### src/design/hsl_pkg.sv
`timescale 1ns / 1ps

package hsl_pkg;

  // Fraction bits of saturation and lightness (1 << FRAC_BITS means 1.0).
  localparam int unsigned FRAC_BITS = 12;

  localparam int unsigned IN_W   = 13;
  localparam int unsigned HUE_W  = 9;
  localparam int unsigned CH_W   = 8;
  localparam int unsigned QW     = FRAC_BITS + 1;
  // Levels carry 2*FRAC_BITS fraction bits, with headroom for the sums.
  localparam int unsigned LW     = 2 * FRAC_BITS + 2;
  localparam int unsigned FACT_W = 6;
  localparam int unsigned NUM_W  = LW + FACT_W;
  localparam int unsigned SC_W   = NUM_W + 5;
  // 255 / (60 << 2F) equals 17 / (1 << (2F + 2)), so the scaling is exact.
  localparam int unsigned DIV_SH = 2 * FRAC_BITS + 2;

  localparam logic [QW-1:0]    ONE_Q      = {1'b1, {FRAC_BITS{1'b0}}};
  localparam logic [HUE_W-1:0] HUE_FULL   = 9'd360;
  localparam logic [HUE_W-1:0] HUE_THIRD  = 9'd120;
  localparam logic [HUE_W-1:0] HUE_TWO_TH = 9'd240;
  localparam logic [HUE_W-1:0] DEG_RISE   = 9'd60;
  localparam logic [HUE_W-1:0] DEG_HOLD   = 9'd180;
  localparam logic [HUE_W-1:0] DEG_FALL   = 9'd240;
  localparam logic [CH_W-1:0]  CH_MAX     = 8'd255;

  localparam int unsigned NUM_CH = 3;
  localparam int unsigned CH_RED = 0;
  localparam int unsigned CH_GRN = 1;
  localparam int unsigned CH_BLU = 2;

  typedef logic [HUE_W-1:0] deg_t;
  typedef logic [CH_W-1:0]  chan_t;

  typedef struct packed {
    deg_t [NUM_CH-1:0] deg;
    logic [QW-1:0]     sat;
    logic [QW-1:0]     lig;
    logic              zero;
  } hsl_norm_t;

  typedef struct packed {
    deg_t [NUM_CH-1:0] deg;
    logic [LW-1:0]     hi;
    logic [LW-1:0]     lo;
    logic [LW-1:0]     span;
    chan_t             gray;
    logic              zero;
  } hsl_lvl_t;

endpackage

### src/design/hsl_norm.sv
`timescale 1ns / 1ps

module hsl_norm (
  input  logic                     clk_i,
  input  logic                     rst_ni,
  input  logic                     valid_i,
  input  logic [hsl_pkg::HUE_W-1:0] hue_i,
  input  logic [hsl_pkg::IN_W-1:0]  sat_i,
  input  logic [hsl_pkg::IN_W-1:0]  lig_i,
  output logic                     valid_o,
  output hsl_pkg::hsl_norm_t        data_o
);
  import hsl_pkg::*;

  function automatic deg_t wrap_add(input deg_t a, input deg_t off);
    logic [HUE_W:0] sum;
    sum = {1'b0, a} + {1'b0, off};
    if (sum >= {1'b0, HUE_FULL}) begin
      sum = sum - {1'b0, HUE_FULL};
    end
    return sum[HUE_W-1:0];
  endfunction

  logic      valid_q;
  hsl_norm_t data_d, data_q;
  deg_t      hue_w;

  always_comb begin
    hue_w = (hue_i >= HUE_FULL) ? hue_i - HUE_FULL : hue_i;
    data_d.deg[CH_RED] = wrap_add(hue_w, HUE_THIRD);
    data_d.deg[CH_GRN] = hue_w;
    data_d.deg[CH_BLU] = wrap_add(hue_w, HUE_TWO_TH);
    data_d.sat  = (sat_i > IN_W'(ONE_Q)) ? ONE_Q : QW'(sat_i);
    data_d.lig  = (lig_i > IN_W'(ONE_Q)) ? ONE_Q : QW'(lig_i);
    data_d.zero = (sat_i == '0);
  end

  always_ff @(posedge clk_i or negedge rst_ni) begin
    if (!rst_ni) begin
      valid_q <= 1'b0;
    end else begin
      valid_q <= valid_i;
    end
  end

  always_ff @(posedge clk_i) begin
    data_q <= data_d;
  end

  assign valid_o = valid_q;
  assign data_o  = data_q;

endmodule

### src/design/hsl_level.sv
`timescale 1ns / 1ps

module hsl_level (
  input  logic               clk_i,
  input  logic               rst_ni,
  input  logic               valid_i,
  input  hsl_pkg::hsl_norm_t data_i,
  output logic               valid_o,
  output hsl_pkg::hsl_lvl_t  data_o
);
  import hsl_pkg::*;

  // First stage: the product L*S and the gray value.
  logic                valid1_q;
  hsl_norm_t           norm_q;
  logic [2*QW-1:0]     prod_d, prod_q;
  chan_t               gray_d, gray_q;
  logic [QW+CH_W-1:0]  gray_full;

  always_comb begin
    prod_d    = (2*QW)'(data_i.lig) * (2*QW)'(data_i.sat);
    gray_full = ((QW+CH_W)'(data_i.lig) << CH_W) - (QW+CH_W)'(data_i.lig);
    gray_d    = gray_full[FRAC_BITS +: CH_W];
  end

  always_ff @(posedge clk_i or negedge rst_ni) begin
    if (!rst_ni) begin
      valid1_q <= 1'b0;
    end else begin
      valid1_q <= valid_i;
    end
  end

  always_ff @(posedge clk_i) begin
    norm_q <= data_i;
    prod_q <= prod_d;
    gray_q <= gray_d;
  end

  // Second stage: upper and lower levels and their span.
  logic          valid2_q;
  hsl_lvl_t      lvl_d, lvl_q;
  logic [LW-1:0] lig_s, sat_s, prod_w;

  always_comb begin
    lig_s  = LW'(norm_q.lig) << FRAC_BITS;
    sat_s  = LW'(norm_q.sat) << FRAC_BITS;
    prod_w = LW'(prod_q);
    // Below one half the level is L*(1+S), otherwise L+S-L*S.
    if (!norm_q.lig[FRAC_BITS] && !norm_q.lig[FRAC_BITS-1]) begin
      lvl_d.hi = lig_s + prod_w;
    end else begin
      lvl_d.hi = lig_s + sat_s - prod_w;
    end
    lvl_d.lo   = (lig_s << 1) - lvl_d.hi;
    lvl_d.span = lvl_d.hi - lvl_d.lo;
    lvl_d.deg  = norm_q.deg;
    lvl_d.gray = gray_q;
    lvl_d.zero = norm_q.zero;
  end

  always_ff @(posedge clk_i or negedge rst_ni) begin
    if (!rst_ni) begin
      valid2_q <= 1'b0;
    end else begin
      valid2_q <= valid1_q;
    end
  end

  always_ff @(posedge clk_i) begin
    lvl_q <= lvl_d;
  end

  assign valid_o = valid2_q;
  assign data_o  = lvl_q;

endmodule

### src/design/hsl_ramp.sv
`timescale 1ns / 1ps

module hsl_ramp (
  input  logic                                    clk_i,
  input  logic                                    rst_ni,
  input  logic                                    valid_i,
  input  hsl_pkg::hsl_lvl_t                       data_i,
  output logic                                    valid_o,
  output hsl_pkg::chan_t [hsl_pkg::NUM_CH-1:0]    chan_o
);
  import hsl_pkg::*;

  logic                           valid1_q, valid2_q;
  logic [NUM_CH-1:0][LW-1:0]      base_d, base_q;
  logic [NUM_CH-1:0][NUM_W-1:0]   mul_d, mul_q;
  chan_t                          gray_q;
  logic                           zero_q;
  chan_t [NUM_CH-1:0]             chan_d, chan_q;

  for (genvar c = 0; c < NUM_CH; c++) begin : g_ch
    deg_t              deg;
    logic [FACT_W-1:0] fact;
    logic [NUM_W-1:0]  num;
    logic [SC_W-1:0]   scaled;
    logic [SC_W-1:0]   quo;

    // Segment choice: rising, holding high, falling, holding low.
    always_comb begin
      deg = data_i.deg[c];
      if (deg < DEG_RISE) begin
        base_d[c] = data_i.lo;
        fact      = deg[FACT_W-1:0];
      end else if (deg < DEG_HOLD) begin
        base_d[c] = data_i.hi;
        fact      = '0;
      end else if (deg < DEG_FALL) begin
        base_d[c] = data_i.lo;
        fact      = FACT_W'(DEG_FALL - deg);
      end else begin
        base_d[c] = data_i.lo;
        fact      = '0;
      end
      mul_d[c] = NUM_W'(data_i.span) * NUM_W'(fact);
    end

    always_comb begin
      num    = (NUM_W'(base_q[c]) << 6) - (NUM_W'(base_q[c]) << 2) + mul_q[c];
      scaled = (SC_W'(num) << 4) + SC_W'(num);
      quo    = scaled >> DIV_SH;
      if (zero_q) begin
        chan_d[c] = gray_q;
      end else if (quo > SC_W'(CH_MAX)) begin
        chan_d[c] = CH_MAX;
      end else begin
        chan_d[c] = quo[CH_W-1:0];
      end
    end
  end

  always_ff @(posedge clk_i or negedge rst_ni) begin
    if (!rst_ni) begin
      valid1_q <= 1'b0;
      valid2_q <= 1'b0;
    end else begin
      valid1_q <= valid_i;
      valid2_q <= valid1_q;
    end
  end

  always_ff @(posedge clk_i) begin
    base_q <= base_d;
    mul_q  <= mul_d;
    gray_q <= data_i.gray;
    zero_q <= data_i.zero;
    chan_q <= chan_d;
  end

  assign valid_o = valid2_q;
  assign chan_o  = chan_q;

endmodule

### src/design/hsl_to_rgb_converter_core.sv
`timescale 1ns / 1ps
// Path: a colour taken with start reaches the result ports with done_o through five
// register stages (input, product, levels, ramp, output).
// Throughput: one colour per clock; busy is never raised, as every stage advances
// each cycle and the receiver always takes the word.
// Reset: rst_ni clears the valid bits of every stage at once; no word is then in flight.

module hsl_to_rgb_converter_core (
  input  logic                      clk_i,
  input  logic                      rst_ni,
  input  logic                      start,
  output logic                      busy,
  input  logic [hsl_pkg::HUE_W-1:0] hue_degrees_i,
  input  logic [hsl_pkg::IN_W-1:0]  saturation_i,
  input  logic [hsl_pkg::IN_W-1:0]  lightness_i,
  output logic                      done_o,
  output logic [hsl_pkg::CH_W-1:0]  red_o,
  output logic [hsl_pkg::CH_W-1:0]  green_o,
  output logic [hsl_pkg::CH_W-1:0]  blue_o
);
  import hsl_pkg::*;

  logic               norm_valid, lvl_valid, out_valid;
  hsl_norm_t          norm_data;
  hsl_lvl_t           lvl_data;
  chan_t [NUM_CH-1:0] chan;

  assign busy = 1'b0;

  hsl_norm u_norm (
    .clk_i   (clk_i),
    .rst_ni  (rst_ni),
    .valid_i (start & ~busy),
    .hue_i   (hue_degrees_i),
    .sat_i   (saturation_i),
    .lig_i   (lightness_i),
    .valid_o (norm_valid),
    .data_o  (norm_data)
  );

  hsl_level u_level (
    .clk_i   (clk_i),
    .rst_ni  (rst_ni),
    .valid_i (norm_valid),
    .data_i  (norm_data),
    .valid_o (lvl_valid),
    .data_o  (lvl_data)
  );

  hsl_ramp u_ramp (
    .clk_i   (clk_i),
    .rst_ni  (rst_ni),
    .valid_i (lvl_valid),
    .data_i  (lvl_data),
    .valid_o (out_valid),
    .chan_o  (chan)
  );

  assign done_o  = out_valid;
  assign red_o   = chan[CH_RED];
  assign green_o = chan[CH_GRN];
  assign blue_o  = chan[CH_BLU];

  // Every accepted word comes out with done_o, and no result word appears without one.
  assert property (@(posedge clk_i) disable iff (!rst_ni)
    start && !busy |-> ##5 done_o)
    else $error("accepted word did not emerge after five cycles");

  assert property (@(posedge clk_i) disable iff (!rst_ni)
    done_o |-> $past(start, 5))
    else $error("result word without a matching accepted word");

  // Zero saturation must give a gray result.
  assert property (@(posedge clk_i) disable iff (!rst_ni)
    done_o && $past(saturation_i == '0, 5) |-> red_o == green_o && green_o == blue_o)
    else $error("zero saturation did not give gray");

  // Full lightness must give white, whatever the hue and saturation.
  assert property (@(posedge clk_i) disable iff (!rst_ni)
    done_o && $past(lightness_i >= IN_W'(ONE_Q), 5)
      |-> red_o == CH_MAX && green_o == CH_MAX && blue_o == CH_MAX)
    else $error("full lightness did not give white");

  // Zero lightness must give black.
  assert property (@(posedge clk_i) disable iff (!rst_ni)
    done_o && $past(lightness_i == '0, 5)
      |-> red_o == '0 && green_o == '0 && blue_o == '0)
    else $error("zero lightness did not give black");

endmodule
### config.mk
export PLATFORM = sky130hd
export DESIGN_NAME = hsl_to_rgb_converter_core
export DESIGN_NICKNAME = d
export VERILOG_FILES = /design/src/design/hsl_pkg.sv /design/src/design/hsl_norm.sv /design/src/design/hsl_level.sv /design/src/design/hsl_ramp.sv /design/src/design/hsl_to_rgb_converter_core.sv
export SDC_FILE = /design/constraint.sdc
export NUM_CORES = 2
export LEC_CHECK = 0
export ABC_CLOCK_PERIOD_IN_PS = 8400
export BUFFER_PORTS_ARGS = -buffer_cell sky130_fd_sc_hd__buf_2
export CORE_MARGIN = 2
export CORE_UTILIZATION = 50
export DETAILED_ROUTE_END_ITERATION = 8
export PLACE_DENSITY = 0.66
export SYNTH_ARGS = -nofsm -noshare
export SYNTH_HDL_FRONTEND = slang
export SYNTH_SLANG_ARGS = --single-unit
export TNS_END_PERCENT = 100
### constraint.sdc
create_clock -name clk_i -period 8.4 [get_ports clk_i]
set_input_delay 1.68 -clock clk_i [delete_from_list [all_inputs] [get_ports clk_i]]
set_output_delay 1.68 -clock clk_i [all_outputs]
set_load 0.005 [all_outputs]
==> metrics.txt <==
outcome complete, no violations; die height 306 um; Detail Placement HPWL 91400 um; GRT Util Overall 24.8%; CTS tree built; multi-input logic area 32500 um2; prevailing post-synth register cell dfxtp_1; CP max FO 25; hold_sp u_norm.data_o[42]; final hold violations 0; Least-Margin Pin Slew 1130 ps; IO Pins 64; gr ovfl total 0; Cells after Synth 5230; pin count of the biggest net entering global routing 31; Worst-path clk slew 70 ps; CTS H-tree lvls 2; post-CTS sizing 0; 1st-iter DRT viols 2077; vias in the first global route 35941; # fillers 8247; Max Cap Violations 0; initial antenna violation count 11; Reg area 8990 um2; WP data arrival 7410 ps; Worst Setup SP u_level.data_o[107]; Crit Path Category reg -> reg; post-route minimum period 6880 ps; flops & latches, synth 448; DRT Wirelength 113000 um; DRC 0; CTS max path bufs 3; Post-Syn Area 45500 um2; vias per cell 5.39; Clock Tree Root clkbuf_16; detailed-router iteration count before antenna repair 6; worst-skew pair later-pin latency 650 ps; Tightest Hold Check Type reg -> reg; Routed Antenna Nets 0; FMAX 145 MHz; Cell variety after synth 105; Initial Utilization 50.5%; slowest CP cell dfxtp_1; die area 93500 um2; Critical Path Source Type flop; Avg WL per Cell 17.6 um; Die X-Extent 306 um; Async SR Flop Fraction 1.12%; Final GP Congestion 0.923; fin nets 6245; yosys warns 0; relative slew slack 22.7%; Post-synth EDFFs 0; FF-to-FF Start u_level.data_o[107]; first-pass GRT wire length 185000 um; IO buf count 62; via count 34802; Tcrit/Tclk final 81.9%; Core ar. 90100 um2; postcts setup bufs 0; cts-stage hold buffer count 0; TritonCTS Sinks 448; setup TNS 0 ps; CP max stage delay 680 ps; Seq/Total Area, Yosys 19.8%; synthesis-to-layout area growth 7.28%; RSZ-0062 raised after global routing false; share of cells above drive strength 1 6.61%; r2r setup slk 1520 ps; Worst Skew 45.6 ps; Setup crit end kind flop; Mean Syn Cell Area 8.70 um2; Worst Path Required 8930 ps; Final Setup Violations 0; Max Slew Vio Count 0; TritonCTS Buffers 49; site row count 110
critical path: cells and delay by family (launching register included):
kind            cells  cell delay, ps
compound gates     12            2540
simple gates        5            1260
buf+inv             3             320
fa+ha+maj           4            1820
xor+xnor            1             140
flops               1             680
through the flow:
step                cell area (um2)  worst slack [ps]  std cells  hold slack (ps)  util, %
floorplan                     45600              2000       5245              310        -
global placement              47100              1640       6365              311     52.2
detailed placement            47100              1510       6365              312     52.2
CTS                           48800              1460       6456              319     54.2
global route                  48800               978       6456              326     54.2
finish                        48800              1520       6458              320     54.2
layout make-up:
type	count	area share (%)
clock inverters	31	0.853
repair buffers	117	1.48
clock buffers	60	2.76
multi-input cells	3711	66.5
inverters	913	7.02
flip-flops and latches	448	18.4
diodes	2	0.0102
well taps	1176	3.01
logic make-up (layout without fill, tap and decap cells):
family	count (synthesis)	count (layout)	synth area share, %
other	1	18	0.00824
buffers and inverters	1086	1121	9.08
AOI/OAI and AO/OA	876	876	12.6
muxes	111	111	2.68
DFF	448	448	19.8
adders and majority gates	967	967	34.6
xor gates and xnor gates	328	328	6.37
and+or+nand+nor	1413	1413	14.8
cell usage in the layout (no fill, tap or decap), drive strengths merged, types with 64 or more instances in the layout:
master,n
and2,208
a21oi,290
nand3,68
xor2,105
fa,489
o21ai,153
nand2,609
inv,923
dfxtp,443
buf,117
nor3,64
mux2,83
xnor2,221
a21o,97
nor2,211
ha,478
flip-flops by register name (all words and copies together), names as in the netlist, 13 cells and up:
name / cells
u_level.lig_s: 13
u_norm.data_o: 48
u_level.prod_q: 26
u_ramp.chan_o: 24
u_level.data_o: 106
u_ramp.mul_q: 96
u_ramp.base_q: 78
u_level.norm_q: 13
u_level.lvl_d: 22
cell usage after synthesis (22+ instances only):
| cell | count | share of area (%) |
|---|---|---|
| inv_1 | 912 | 7.5 |
| nand2_1 | 609 | 5.0 |
| fa_1 | 489 | 22 |
| ha_1 | 478 | 13 |
| dfxtp_1 | 443 | 19 |
| a21oi_1 | 285 | 3.1 |
| xnor2_1 | 221 | 4.3 |
| nor2_1 | 210 | 1.7 |
| and2_1 | 208 | 2.9 |
| o21ai_0 | 143 | 1.6 |
| clkbuf_1 | 136 | 1.1 |
| xor2_1 | 105 | 2.0 |
| a21o_1 | 97 | 1.6 |
| mux2_2 | 82 | 2.0 |
| nand3_1 | 68 | 0.75 |
| nor3_1 | 63 | 0.69 |
| nor2b_1 | 54 | 0.74 |
| o21bai_1 | 52 | 0.86 |
| nand2b_1 | 44 | 0.60 |
| o21a_1 | 40 | 0.66 |
| a31oi_1 | 30 | 0.41 |
| mux2i_1 | 28 | 0.62 |
| a211oi_1 | 27 | 0.45 |
| o211ai_1 | 27 | 0.45 |
| or3_1 | 26 | 0.36 |
| and3_1 | 25 | 0.34 |
| nand4_1 | 24 | 0.33 |
| nor4_1 | 22 | 0.30 |
metal layers:
metal	vias up	GRT usage, %	part of all wire, %
met1	16912	30.6	43
met3	212	3.92	5.3
met4	8	8.92	3.7
li1	16886	-	-
met5	-	0	0.043
met2	784	43.7	48
final timing paths:
path                                       to  cells past startpoint
min                        u_level.lvl_d[102]                      0
max reg2reg                  u_ramp.mul_q[31]                     25
min reg2reg                u_level.lvl_d[102]                      0
max                          u_ramp.mul_q[31]                     25
min in group asynchronous    u_level.valid1_q                      1
max in group asynchronous      u_ramp.valid_o                      1
Power is left out: the tool's default activity adds up to more than one toggle a clock period on the data nets, which glitch-free logic cannot reach.
